[src/mfcu_pkg.sv]
// types and constants shared by the compare unit
`default_nettype none
package mfcu_pkg;

  typedef enum logic [2:0] {
    OP_EQ = 3'd0,
    OP_NE = 3'd1,
    OP_LT = 3'd2,
    OP_GE = 3'd3,
    OP_LE = 3'd4,
    OP_GT = 3'd5
  } cmp_op_t;

  typedef enum logic [3:0] {
    DT_S8   = 4'd0,
    DT_U8   = 4'd1,
    DT_S16  = 4'd2,
    DT_U16  = 4'd3,
    DT_S32  = 4'd4,
    DT_U32  = 4'd5,
    DT_E4M3 = 4'd6,
    DT_E5M2 = 4'd7,
    DT_F16  = 4'd8,
    DT_F32  = 4'd9
  } data_type_t;

  typedef struct packed {
    logic [2:0]  compare_op;
    logic [3:0]  data_type;
    logic [31:0] operand_a;
    logic [31:0] operand_b;
  } cmp_req_t;

  typedef struct packed {
    logic compare_true;
    logic type_error;
  } cmp_rsp_t;

  // ordering outcome after the magnitude stage
  typedef struct packed {
    logic [2:0] op;
    logic       err;
    logic       unord;
    logic       lt;
    logic       eq;
  } cmp_ord_t;

endpackage
`default_nettype wire

[src/mfcu_order.sv]
// first two stages: operand normalizing into 33-bit keys, then ordering
`default_nettype none
module mfcu_order (
  input  wire logic                clk,
  input  wire logic                rst,
  input  wire logic                adv,
  input  wire mfcu_pkg::cmp_req_t  req,
  output mfcu_pkg::cmp_ord_t       ord
);
  import mfcu_pkg::*;

  logic [32:0] key_a, key_b, key_a_next, key_b_next;
  logic        unord, unord_next, err, err_next, is_signed, is_signed_next;
  logic [2:0]  op;
  logic        lt_next, eq_next;

  function automatic logic [32:0] fkey(input logic [31:0] v, input int unsigned tb);
    logic [32:0] mag;
    mag = {1'b0, v} & ((33'd1 << tb) - 33'd1);
    fkey = v[tb] ? (33'd0 - mag) : mag;
  endfunction

  always_comb begin
    key_a_next = '0;
    key_b_next = '0;
    unord_next = 1'b0;
    err_next = (req.compare_op > OP_GT);
    is_signed_next = 1'b1;
    unique case (req.data_type)
      DT_S8: begin
        key_a_next = {{25{req.operand_a[7]}}, req.operand_a[7:0]};
        key_b_next = {{25{req.operand_b[7]}}, req.operand_b[7:0]};
      end
      DT_U8: begin
        key_a_next = {25'd0, req.operand_a[7:0]};
        key_b_next = {25'd0, req.operand_b[7:0]};
      end
      DT_S16: begin
        key_a_next = {{17{req.operand_a[15]}}, req.operand_a[15:0]};
        key_b_next = {{17{req.operand_b[15]}}, req.operand_b[15:0]};
      end
      DT_U16: begin
        key_a_next = {17'd0, req.operand_a[15:0]};
        key_b_next = {17'd0, req.operand_b[15:0]};
      end
      DT_S32: begin
        key_a_next = {req.operand_a[31], req.operand_a};
        key_b_next = {req.operand_b[31], req.operand_b};
      end
      DT_U32: begin
        key_a_next = {1'b0, req.operand_a};
        key_b_next = {1'b0, req.operand_b};
      end
      DT_E4M3: begin
        key_a_next = fkey(req.operand_a, 7);
        key_b_next = fkey(req.operand_b, 7);
        unord_next = (req.operand_a[6:0] == 7'h7f) || (req.operand_b[6:0] == 7'h7f);
      end
      DT_E5M2: begin
        key_a_next = fkey(req.operand_a, 7);
        key_b_next = fkey(req.operand_b, 7);
        unord_next = (req.operand_a[6:2] == 5'h1f && req.operand_a[1:0] != 2'd0)
                  || (req.operand_b[6:2] == 5'h1f && req.operand_b[1:0] != 2'd0);
      end
      DT_F16: begin
        key_a_next = fkey(req.operand_a, 15);
        key_b_next = fkey(req.operand_b, 15);
        unord_next = (req.operand_a[14:10] == 5'h1f && req.operand_a[9:0] != 10'd0)
                  || (req.operand_b[14:10] == 5'h1f && req.operand_b[9:0] != 10'd0);
      end
      DT_F32: begin
        key_a_next = fkey(req.operand_a, 31);
        key_b_next = fkey(req.operand_b, 31);
        unord_next = (req.operand_a[30:23] == 8'hff && req.operand_a[22:0] != 23'd0)
                  || (req.operand_b[30:23] == 8'hff && req.operand_b[22:0] != 23'd0);
      end
      default: err_next = 1'b1;
    endcase
  end

  always_ff @(posedge clk) begin
    if (adv) begin
      key_a <= key_a_next;
      key_b <= key_b_next;
      unord <= unord_next;
      err <= err_next;
      is_signed <= is_signed_next;
      op <= req.compare_op;
    end
  end

  // keys are 33-bit two's complement
  assign lt_next = is_signed && ($signed(key_a) < $signed(key_b));
  assign eq_next = (key_a == key_b);

  always_ff @(posedge clk) begin
    if (rst) begin
      ord <= '0;
    end else if (adv) begin
      ord <= '{op: op, err: err, unord: unord, lt: lt_next, eq: eq_next};
    end
  end
endmodule
`default_nettype wire

[src/multi_format_compare_unit_core.sv]
// top level of the multi-format compare unit
// throughput: one request per cycle, stall freezes the whole pipe
// stages: key build, ordering, predicate into output register
// reset: rst synchronous, clears all valid bits
`default_nettype none
module multi_format_compare_unit_core (
  input  wire logic               clk,
  input  wire logic               rst,
  input  wire logic               in_valid,
  output logic                    in_ready,
  input  wire mfcu_pkg::cmp_req_t in_data,
  output logic                    out_valid,
  input  wire logic               out_ready,
  output mfcu_pkg::cmp_rsp_t      out_data
);
  import mfcu_pkg::*;

  logic [1:0] vld;
  logic       adv;
  cmp_ord_t   ord;
  logic       res_next;

  assign adv = !out_valid || out_ready;
  assign in_ready = adv;

  mfcu_order u_order (
    .clk (clk),
    .rst (rst),
    .adv (adv),
    .req (in_data),
    .ord (ord)
  );

  always_comb begin
    unique case (ord.op)
      OP_EQ:   res_next = ord.eq;
      OP_NE:   res_next = !ord.eq;
      OP_LT:   res_next = ord.lt;
      OP_GE:   res_next = !ord.lt;
      OP_LE:   res_next = ord.lt || ord.eq;
      OP_GT:   res_next = !ord.lt && !ord.eq;
      default: res_next = 1'b0;
    endcase
    if (ord.unord) res_next = (ord.op == OP_NE);
    if (ord.err) res_next = 1'b0;
  end

  // stage 1 and 2 valid bits, then output register
  always_ff @(posedge clk) begin
    if (rst) begin
      vld <= '0;
      out_valid <= 1'b0;
    end else if (adv) begin
      vld <= {vld[0], in_valid};
      out_valid <= vld[1];
    end
  end

  always_ff @(posedge clk) begin
    if (adv) begin
      out_data <= '{compare_true: res_next, type_error: ord.err};
    end
  end

  a_hold: assert property (@(posedge clk) disable iff (rst)
    out_valid && !out_ready |=> out_valid && $stable(out_data))
    else $error("result changed while stalled");
  a_err_zero: assert property (@(posedge clk) disable iff (rst)
    out_valid |-> !(out_data.type_error && out_data.compare_true))
    else $error("error with true result");
  a_flow: assert property (@(posedge clk) disable iff (rst)
    adv && vld[1] |=> out_valid)
    else $error("request lost in pipe");
endmodule
`default_nettype wire

[config.mk]
export PLATFORM = sky130hd
export DESIGN_NAME = multi_format_compare_unit_core
export DESIGN_NICKNAME = d
export VERILOG_FILES = /design/src/mfcu_pkg.sv /design/src/mfcu_order.sv /design/src/multi_format_compare_unit_core.sv
export SDC_FILE = /design/constraint.sdc
export NUM_CORES = 1
export LEC_CHECK = 0
export ABC_AREA = 1
export BUFFER_PORTS_ARGS = -buffer_cell sky130_fd_sc_hd__buf_2
export CAP_MARGIN = 20
export CORE_AREA = 2 2 165 167
export DETAILED_ROUTE_END_ITERATION = 6
export DIE_AREA = 0 0 167 169
export GPL_TIMING_DRIVEN = 0
export PLACE_DENSITY = 0.38
export SLEW_MARGIN = 20
export SYNTH_ARGS = -nofsm -noshare
export SYNTH_HDL_FRONTEND = slang
export SYNTH_SLANG_ARGS = --single-unit
[constraint.sdc]
create_clock -name clk -period 3.9 [get_ports clk]
set_input_delay 0.195 -clock clk [delete_from_list [all_inputs] [get_ports clk]]
set_output_delay 0.195 -clock clk [all_outputs]
set_load 0.02 [all_outputs]
* After elaboration in Yosys (flattened, before gate mapping)
Index checks and enable logic that the tools add are counted.
** Cells by class
- Reduce and logical (&&, ||, !) cells :: 26
- Add/subtract/negate cells :: 6
- $lt $le $gt $ge :: 2
- Mux-type cells :: 11
- Eq/ne operators :: 23
** Operator list (count)
- case mux 33 bit (9 select lines) :: 2
- two-way mux 33 bit :: 6
- subtractor 1 x 31 -> 32 bit (first input constant) :: 2
- nonzero test 23 bit :: 2
- equality test 33 bit :: 1
- less-than comparator 33 bit :: 1
- subtractor 1 x 15 -> 16 bit (first input constant) :: 2
- equality test 5 bit (second input constant) :: 4
- nonzero test 10 bit :: 2
- equality test 4 x 3 -> 1 bit (second input constant) :: 4
- equality test 8 bit (second input constant) :: 2
- subtractor 1 x 7 -> 8 bit (first input constant) :: 2
- equality test 7 bit (second input constant) :: 2
- OR reduction 10 bit :: 1
- equality test 4 x 2 -> 1 bit (second input constant) :: 2
- equality test 4 bit (second input constant) :: 2
- logical AND 1 bit :: 7
- equality test 3 x 2 -> 1 bit (second input constant) :: 2
- equality test 3 bit (second input constant) :: 2
- logical OR 1 bit :: 6
- case mux 1 bit (6 select lines) :: 1
- equality test 4 x 1 -> 1 bit (second input constant) :: 1
- logical NOT 4 bit :: 1
- case mux 1 bit (4 select lines) :: 1
- 7 further kinds :: 10
** Word-level totals
- Input port bits :: 75
- Register bits after elaboration :: 83
- Output and inout bits :: 4

* Logic depth before layout (Yosys ltp)
Gate-level depths: netlist (run 1).
- Depth in word-level cells :: 4
- Mapped depth :: 16
- Gate-level depth less buffers :: 16

* By module
From an unflattened synthesis (run 1), not the netlist that was laid out.
** Unflattened totals
- Cell total of the unflattened synthesis :: 916
- Area total of the unflattened synthesis :: 6560.0 sq um
** By module, submodules not included
- mfcu_order :: sequential area each 2272.2 sq um, times used 1, area each 6321.1 sq um, cells an instance 885
- multi_format_compare_unit_core :: sequential area each 120.1 sq um, times used 1, area each 239.0 sq um, cells an instance 31

* Least setup slack after synthesis (run 1)
Ideal clock, no wire load.
- Kind :: flip-flop to flip-flop
- Start :: reg out_valid
- End :: reg u_order.ord[0] (netlist name)
- Path slack :: 350 ps
- Buffers on the path :: 1
- Cell stages (with the launch flop) :: 8
- Required time :: 3830 ps
- Data arrival time :: 3481 ps
- Library setup time :: 70 ps
- Path through :: dfxtp_1 > inv_1 > or2_2 > clkbuf_1 > nand3_1 > nor4_1 > nand4_1 > a21oi_1
** Between the ends
- Cells in the longest elaborated chain, start to end :: 2
** RTL lines
- start, declared :: line multi_format_compare_unit_core.sv:12 : output logic out_valid,
- start signal, assigned :: line multi_format_compare_unit_core.sv:55 : out_valid <= vld[1];
- logical NOT 1 bit :: line multi_format_compare_unit_core.sv:23 : assign adv = !out_valid || out_ready;
- logical OR 1 bit :: line multi_format_compare_unit_core.sv:23
- named net in_ready :: line multi_format_compare_unit_core.sv:10 : output logic in_ready,
The timed path passes the listed nets, and every way through them passes these cells.
A chain may end at the register's enable or synchronous reset.

* Final worst setup path (run 1)
- Start :: in in_data[0] (netlist name)
- End :: reg u_order.unord (data pin)
** Between the ends
- Cells in the longest elaborated chain, start to end :: 4
- Elaborated cells on any way between the ends :: 12
- Those cells by class :: eq/ne (1); mux (1); reduce/logical (10)
** RTL lines
- start, declared :: line multi_format_compare_unit_core.sv:11 : input wire mfcu_pkg::cmp_req_t in_data,
- nonzero test 23 bit, or another cell as far along :: line mfcu_order.sv:75 : || (req.operand_b[30:23] == 8'hff && req.operand_b[22:0] != 23'd0);
- logical AND 1 bit (on tied branches) :: line mfcu_order.sv:75, mfcu_order.sv:63, mfcu_order.sv:69
- logical OR 1 bit (on tied branches) :: line mfcu_order.sv:75, mfcu_order.sv:63, mfcu_order.sv:69
- case mux 1 bit (4 select lines) * :: line mfcu_order.sv:29 : unique case (req.data_type)
- named net u_order.unord_next :: line mfcu_order.sv:13 : logic unord, unord_next, err, err_next, is_signed, is_signed_next;
- end signal, assigned :: line mfcu_order.sv:85 : unord <= unord_next;
- end, declared :: line mfcu_order.sv:13
Mark *: on every way through the listed nets, which the timed path passes. The rest lies on a longest branch.

==> out/summary.md, run 1 <==
The run finished with clean final reports. The max-capacitance violation count came out at 0. The number of pins exceeding their max-slew limit in the final report was 0. Cell type with the highest aggregate area in the netlist: edfxtp_1. In the routed design, unresolved DRC markers number 0.

The number of nets at the end of the flow came out at 1,158. The total number of H-tree levels is 3. The run gives 37.1 mm as the global-route wire length before repair. The cell area that synthesis handed to floorplanning was 6760 sq um. In this design, the stage delay of the slowest critical-path cell is 0.34 ns. In this run the remaining antenna-violating nets after routing total 0. After synthesis, the share of flip-flops with an asynchronous set or reset is 0%.

Final instance area: 7860 sq um. The worst-path cell with the longest stage delay is o21ai_0. Per report_power, the combinational group accounts for 25.1% of the total. For this run, the detailed router's first-pass iteration total came to 5. The logs give 19.5 mm for the detailed-placement wirelength estimate and 9 for the total clock buffers created by CTS. The tools report the number of cells produced by synthesis as 953. VDD sags by at most 0.204 mV.

The layout has 2,978 filler cells. The logs give 0 for the count of yosys warnings during synthesis and 0 for the number of hold violations in the final report. Measured along the x axis, the die boundary spans 167 um. The number of gates resized after CTS was 0. The root buffer cell chosen for the clock tree is clkbuf_16.

The routed length per placed instance is 17.2 um, and the effective utilization at floorplan is 25.5%. The worst setup path is of the input port to flop kind. The number of antenna violations at the first check in global routing is 0. In this run the cell area measured after placement is 7600 sq um. The run gives 404 as the initial DRC count. The region available for standard cell placement spans 26,500 sq um. For the tightest hold margin, the log shows 0.0244 ns. The clock passes through at most 2 buffers. The synthesis-to-finish area growth is 16.2%. The run gives 43.8% as the sequential share of power. Before CTS, the worst setup slack after placement is 1.41 ns. The clock power share is 31.1%, and the number of buffers inserted by port buffering is 77. Across all layers, the routed design uses 6,504 vias.

The worst hold path belongs to the class input port to flop. Setup repair after global routing left no endpoint under its margin. After synthesis, the cell types taking the most area are edfxtp_1, nand2_1, inv_1. Routability-driven placement finished with a final weighted congestion of 0.921. Counting flops with a built-in enable in the synthesized netlist gives 73.

The endpoint required time on the critical path is 3.96 ns, and the post-synthesis sequential element count is 83. The kind of launch point of the worst setup path is an input port. Dividing total power by cell area gives a power density of 324 nW/um^2. For the worst-skew pair, the clock arrives at the later sink with an insertion delay of 0.35 ns. In this run the post-CTS setup repair buffer count came out at 0. For this run, the register share of the synthesized area comes to 35.4%. In the routed layout, each cell is associated on average with a via count of 4.69.

The largest fanout of any net on the critical path came out at 6. Entering global routing, the biggest net connects 44 pins. The end-of-flow core utilization is 29.7%, and the net switching fraction of the power is 32.9%.

The total wirelength of the detailed-routed design is 23.8 mm, and the row count is 60. In this run, post-CTS hold repair placed 0 buffers. The logs give 1.71 mW for the internal power contribution and 1.76 ns for the worst setup slack after layout.

Minimum clock period: 2.14 ns. For the combined global-route utilization of all metal layers, the log shows 17.2%. The repair_antennas step left the layout with diodes totalling 0. The overall die height was 169 um; the total power was 2.54 mW. The synthesized area divided by synthesized cell count is 7.10 sq um, and the headroom to the max-slew limit is 54.0%. The most common cell type on the critical path is nand3_1. At the pin with the least slew margin, the transition time is 0.689 ns. In this run the count of I/O pins placed on the die edge is 79. Among all cell types in the netlist, the one instantiated most often is nand2_1. Counting every sink on the clock net gives 83. STA classifies the critical path endpoint as a flop. The analysis attributes to cell leakage a power of 3.68 nW.

For the final global-route overflow total, the log shows 0. The number of global-route vias before repair came out at 6,489. The share of the clock period used by the worst path was 54.9%; the share of post-route cells with drive strength above 1 was 13.2%. TritonCTS built the clock tree. The count of unique library cells instantiated by Yosys came out at 47.

In the synthesized netlist, the cells that appear most often are nand2_1, inv_1, nor2_1, nand3_1, edfxtp_1. The switching power of the nets was 0.838 mW; the setup-violating endpoint count in the final report was 0. Synthesis produced a netlist with a net count of 1,069. Between clock sinks in the finished design, the worst skew comes to 0.00857 ns. The kind of cell with the highest combined delay along the critical path is simple AND/OR/NAND/NOR gates. STA puts the critical path data arrival time at 2.20 ns. The floorplan step defined a die boundary enclosing 28,200 sq um.

For this run, the leading register cell type out of synthesis is edfxtp_1. The run gives 467 MHz as the highest achievable clock rate. The clock transition at the registers of the reported paths is 0.06 ns. The critical path goes through buf_2 -> inv_1 -> ha_1 -> nand3_1 -> inv_2 -> nand2_2 -> nor3_2 -> nand3_1 -> o21ai_0 -> nand2_1 -> nand2_1 -> nand3_1. Together, buffers and inverters on the worst path number 3.

The area share of the largest cell type after synthesis came out at 32.4%.
## worst reg2reg max path, delay by kind of cell, from the launching register on
kind          cells  cell delay (ns)
flops             1             0.39
buf+inv           2             0.09
simple gates     10             0.96
fa+ha+maj         1             0.29
## metal layers
| layer | vias to the layer above | track usage [%] | share of wire (%) |
|---|---|---|---|
| met2 | 128 | 28.5 | 45 |
| met5 | - | 0 | 0 |
| met1 | 2952 | 23.5 | 49 |
| met3 | 31 | 1.71 | 2.6 |
| met4 | 0 | 6.11 | 2.9 |
| li1 | 3393 | - | - |
## stage by stage
stage,cells,setup TNS (ns)
floorplan,953,0
CTS,1387,0
global route,1387,0
global placement,1371,-34.33
finish,1387,0
detailed placement,1372,0
## power groups by stage
stage,clock (mW),sequential (mW),combinational (mW)
after floorplan,0,1.12,0.395
after global placement,0,1.14,0.644
after detailed placement,0,1.13,0.642
after CTS,0.816,1.11,0.648
after global routing,0.855,1.12,0.739
final,0.790,1.11,0.639
## logic make-up after synthesis
kind of cell,share of synthesized area (%)
buf+inv,10.5
flops,35.4
xor+xnor,0.518
fa+ha+maj,7.73
simple gates,30.7
compound gates,15.2
## state kept, by name, indices dropped and copies added (netlist names)
register	cells
u_order.ord	7
u_order.key_a	33
out_valid	1
u_order.key_b	33
out_data	2
u_order.op	3
u_order.err	1
u_order.unord	1
vld	2
## worst paths after layout
| kind | slack [ns] | end | from | cells past startpoint |
|---|---|---|---|---|
| max | 1.76 | u_order.unord$_DFFE_PP_ | in_data[0] | 12 |
| min | 0.02 | u_order.op[0]$_DFFE_PP_ | in_data[68] | 1 |
| max reg2reg | 2.08 | u_order.ord[1]$_SDFFE_PP0P_ | u_order.key_b[6]$_DFFE_PP_ | 13 |
| min reg2reg | 0.46 | u_order.ord[0]$_SDFFE_PP0P_ | u_order.ord[0]$_SDFFE_PP0P_ | 2 |
## final cells by class
| class | instances | area (sq um) | share of cell area [%] |
|---|---|---|---|
| Clock inverter | 6 | 33.8 | 0.430 |
| Tap cell | 341 | 427 | 5.43 |
| Buffer | 13 | 63.8 | 0.812 |
| Sequential cell | 83 | 2390 | 30.4 |
| Inverter | 172 | 648 | 8.25 |
| Multi-Input combinational cell | 685 | 3660 | 46.6 |
| Timing Repair Buffer | 78 | 405 | 5.16 |
| Clock buffer | 9 | 225 | 2.87 |
## layout by cell type, fill, tap and decap left out, types with 13 or more instances in the layout
cell type	count
nand4_1	18
edfxtp_1	73
a21oi_1	72
nor2_1	99
ha_1	41
o21ai_1	13
nor3_1	15
o211ai_1	16
buf_2	80
nand2_1	199
inv_1	159
o21ai_0	59
nand3_1	87
No activity file was read; power rests on OpenSTA's default activity.
==> run 2: changes to the inputs <==
Settings changed: ABC_AREA 1 to 0, CORE_AREA 2 2 165 167 to 2 2 158 160, DIE_AREA 0 0 167 169 to 0 0 160 162, PLACE_DENSITY 0.38 to 0.39.
Clock period 3.9 ns to 2.12 ns, I/O delays scaled along.
==> run 2 against run 1 <==
  * The flow now finishes with violations (setup timing)
  * Worst hold slack worse by 0.0070 ns
  * Via count down 4.7%
  * Sequential power up 84%
  * Routed wire length down 3.4%
  * Global-route usage up 0.37 points
  * Critical endpoint is now u_order.ord[1]$_SDFFE_PP0P_
  * Highest routed layer is now met5
==> out/summary.md, run 2 <==
The flow ran to the end, but the final reports show violations. The final reports fail on setup timing. The tools report the global-route wire length before repair as 35.3 mm (-5.0%). The synthesized area divided by synthesized cell count was 8.63 sq um (+22%).

The top flip-flop cell by instance count after synthesis was edfxtp_1. The kind of cell with the highest combined delay along the critical path is compound AO/OA/AOI/OAI gates. The tools report the largest vdd supply drop as 0.347 mV (+70%).

The largest fanout of any net on the critical path is 3 (-3). The worst hold path terminates at vld[0]$_SDFFE_PP0P_. The count of flip-flops with a built-in enable after synthesis works out to 73 (unchanged).

The tools report the total clock buffers created by CTS as 9 (unchanged). The post-synthesis sequential element count was 83 (unchanged). The number of buffers inserted by port buffering works out to 75 (-2.6%). The number of nets still failing antenna checks after routing was 0 (unchanged).

Most repeated cell in the gate-level netlist after synthesis: nand2_1. Critical hold path startpoint: in_valid. In the layout the commonest cells are nand2_1, buf_2, edfxtp_1. The run gives 2 (+2) as the number of antenna violations at the first check in global routing. The logs give 21.9% (-3.2 points) for the combinational fraction of design power and 466 MHz for the highest achievable clock rate. The synthesized design spends more area on one cell type than any other, namely edfxtp_1. In this run the worst hold path is classified as input port to flop. The critical path depth came out at 7 (-5). The logs give 716 (-25%) for the number of cells produced by synthesis and 24,100 sq um (-9.0%) for the core region area. The share of the clock period used by the worst path is 101%. For the count of yosys warnings during synthesis, the log shows 0 (unchanged). TritonCTS built the clock tree. The clock latency on the worst-skew pair was 0.35 ns (about the same).

The worst stage delay on the critical path is 0.47 ns (+0.13 ns), and the area share of the largest cell type after synthesis is 35.5% (+3.1 points). The final setup TNS came out at -0.0257 ns (-0.0257 ns). The effective utilization at floorplan was 25.6% (+0.12 points); the max-capacitance violation count was 0 (unchanged). The smallest clock period supported by the final layout is computed as 2.15 ns. The element type at the critical path end was a flop. For this design, the slowest cell found on the critical path is a2111oi_1. The number of placed I/O pins came out at 79 (unchanged). The worst hold path stage count is 3 (+2), and the leakage power is 2.99 nW (-19%).

Tightest hold margin: 0.0174 ns (-0.00700 ns). The run gives 0.899 (-2.4%) as the global placement routability congestion. The total number of H-tree levels was 3 (unchanged). Internal power contribution: 3.52 mW (+110%). The count of buffering cells on the critical path with inverters included works out to 1 (-2). The worst register-to-register path ends at u_order.ord[1]$_SDFFE_PP0P_. Vias per cell: 5.39 (+15%). The worst register-to-register path begins at u_order.key_b[30]$_DFFE_PP_. The die extent in x is 160 um (-4.2%). The tools report the kind of launch point of the worst setup path as a flop.

The routed length per placed instance came out at 20.0 um (+16%). Compared with the post-synthesis result, the final layout area differs by 25.4%. The headroom to the max-slew limit is 37.5% (-17 points). The tools report the number of nets produced by synthesis as 832 (-22%). The final instance area is 7750 sq um (-1.4%), and the overall die height is 162 um (-4.1%). The path type of the worst setup path is flop to flop.

The power per unit of standard cell area was 637 nW/um^2 (+97%); the total wirelength of the detailed-routed design was 23.0 mm (-3.4%). The sequential fraction of the synthesis area is 38.7% (+3.3 points). The minimum setup slack among reg-to-reg paths is -0.03 ns (-2.11 ns), and the net switching fraction of the power is 28.6% (-4.3 points). The number of detailed-routing iterations run before antenna repair was 5 (unchanged). The detailed-placement wirelength estimate was 17.1 mm (-12%).

For the final global-route overflow total, the log shows 0 (unchanged). Die outline area: 25,900 sq um (-8.2%). Among the stages of the critical path, the cell type that occurs most often is a2111oi_1.

The combined global-route utilization of all metal layers was 17.6% (+0.37 points). The tools report the root buffer cell as clkbuf_16. For the number of pins exceeding their max-slew limit in the final report, the log shows 0 (unchanged). After synthesis, the cell types taking the most area are edfxtp_1, ha_1, o21ai_0.

For the clock power share, the log shows 36.8% (+5.7 points). The fraction of registers with async set/reset came out at 0% (unchanged). The tools report the cell area reported after detailed placement as 6980 sq um (-8.1%). The count of unique library cells instantiated by Yosys is 63 (+34%), and the arrival time at the worst endpoint is 2.43 ns (+0.23 ns).

The vias after detailed routing is 6,201 (-4.7%). Clock sink count: 83 (unchanged). Walking the worst path, the cells encountered are inv_2 -> ha_4 -> nand4_1 -> a2111oi_1 -> nor4_2 -> a2111oi_1 -> nand3b_1. The run gives -0.0257 ns (-1.78 ns) as the worst setup slack after layout.

The maximum clock path buffer count was 2 (unchanged). The initial DRC count came out at 398 (-1.5%). The clock transition at the registers of the reported paths was 0.06 ns (about the same). After synthesis, the most frequently instantiated cells are nand2_1, edfxtp_1, nor2_1, o21ai_0, a21oi_1. The switching power of the nets was 1.41 mW (+68%). The most common cell after layout, fill and taps aside was nand2_1.

The maximum number of pins on one net before global-route repair is 43 (-2.3%), and the sequential share of power is 41.3% (-2.5 points). The length in cells of the worst reg-to-reg path came out at 7 (-6). Pin slew with the least headroom to its limit: 0.928 ns (+0.239 ns).

The synthesized cell area is 6180 sq um (-8.6%). The tools report the DRC violations left as 0 (unchanged). The logs give 32.2% (+2.5 points) for the end-of-flow core utilization and 0.0116 ns (+0.00306 ns) for the maximum clock skew at final layout.

The endpoint required time on the critical path was 2.41 ns (-1.55 ns). Setup repair after global routing could not meet its margin everywhere. The tools report the number of hold violations in the final report as 0 (unchanged). The logs give 6,026 (-7.1%) for the number of global-route vias before repair and 938 (-19%) for the number of nets at the end of the flow.

The largest registers in the layout are u_order.key_a x33, u_order.key_b x33, u_order.ord x7. The tools report the row count as 57 (-5.0%). The number of diodes added for antenna fixing is 0 (unchanged), and the setup-violating endpoint count in the final report is 1 (+1). The number of fillers in the final layout came out at 2,597 (-13%). The share of post-route cells with drive strength above 1 works out to 20.0% (+6.8 points).
[run 2: repair_timing]
item / in CTS / in global routing
hold buffers: 3 / 0
pin swaps: 13 / 11
setup endpoints to repair: 38 / 43
gates cloned: 2 / 1
setup buffers: 7 / 7
gates resized for setup: 49 / 22
endpoints found under the hold margin: 3 / 0
[run 2: final cells by class]
type                       count  area [sq um]  share of cell area (%)
clock buffer                  10           229                    2.95
timing repair buffer          93           541                    6.97
inverter                      45           181                    2.34
sequential                    83          2390                    30.9
multi-input combinational    563          3780                    48.7
tap                          324           405                    5.23
timing repair inverter         1          8.76                   0.113
clock inverter                 5           103                    1.32
buffer                        26           115                    1.49
[run 2: routing by layer]
| layer | GRT usage (%) | vias up | routed length, um |
|---|---|---|---|
| met2 | 27.8 | 205 | 10300 |
| met5 | 0 | - | 24 |
| li1 | - | 2963 | - |
| met1 | 25.1 | 2992 | 11100 |
| met3 | 2.55 | 37 | 1090 |
| met4 | 5.12 | 4 | 470 |
[run 2: kinds of logic (layout without fill, tap and decap cells)]
| logic type | after synthesis | in the layout | share of synthesized area, % |
|---|---|---|---|
| and+or+nand+nor | 284 | 285 | 23.1 |
| AOI/OAI and AO/OA | 231 | 231 | 24.6 |
| DFF | 83 | 83 | 38.7 |
| buffers and inverters | 71 | 180 | 4.31 |
| adders and majority gates | 41 | 41 | 8.30 |
| muxes | 4 | 4 | 0.688 |
| xor gates and xnor gates | 2 | 2 | 0.283 |
[run 2: how the worst max path moves through the flow]
| stage | start | to | slack, ns |
|---|---|---|---|
| after floorplan | in_data[3] | u_order.key_b[26]$_DFFE_PP_ | 0.02 |
| after global placement | in_data[67] | u_order.key_b[19]$_DFFE_PP_ | -0.83 |
| after detailed placement | in_data[67] | u_order.key_b[19]$_DFFE_PP_ | -0.89 |
| after CTS | u_order.key_b[29]$_DFFE_PP_ | u_order.ord[1]$_SDFFE_PP0P_ | -0.06 |
| after global routing | u_order.key_b[30]$_DFFE_PP_ | u_order.ord[1]$_SDFFE_PP0P_ | -0.22 |
| final | u_order.key_b[30]$_DFFE_PP_ | u_order.ord[1]$_SDFFE_PP0P_ | -0.03 |
[run 2: worst reg2reg max path, stage by stage, from the launching register on]
cell and delay (ns):
edfxtp_1 0.43, inv_2 0.07, ha_4 0.26, nand4_1 0.19
a2111oi_1 0.47, nor4_2 0.14, a2111oi_1 0.38, nand3b_1 0.15
[run 2: stage by stage]
step           setup WS, ns  power [mW]  instances
3_3_place_gp         -0.834        3.04       1115
4_1_cts             -0.0612        4.97       1142
2_1_floorplan        0.0217        2.62        716
6_report            -0.0257        4.94       1150
5_1_grt              -0.220        5.21       1150
3_5_place_dp         -0.894        3.06       1115
[run 2: power groups by stage]
| stage | clock network, mW | registers [mW] | logic (mW) |
|---|---|---|---|
| floorplan | 0 | 2.05 | 0.578 |
| global placement | 0 | 2.07 | 0.963 |
| detailed placement | 0 | 2.07 | 0.982 |
| CTS | 1.87 | 2.04 | 1.07 |
| global route | 1.93 | 2.06 | 1.22 |
| finish | 1.81 | 2.04 | 1.08 |
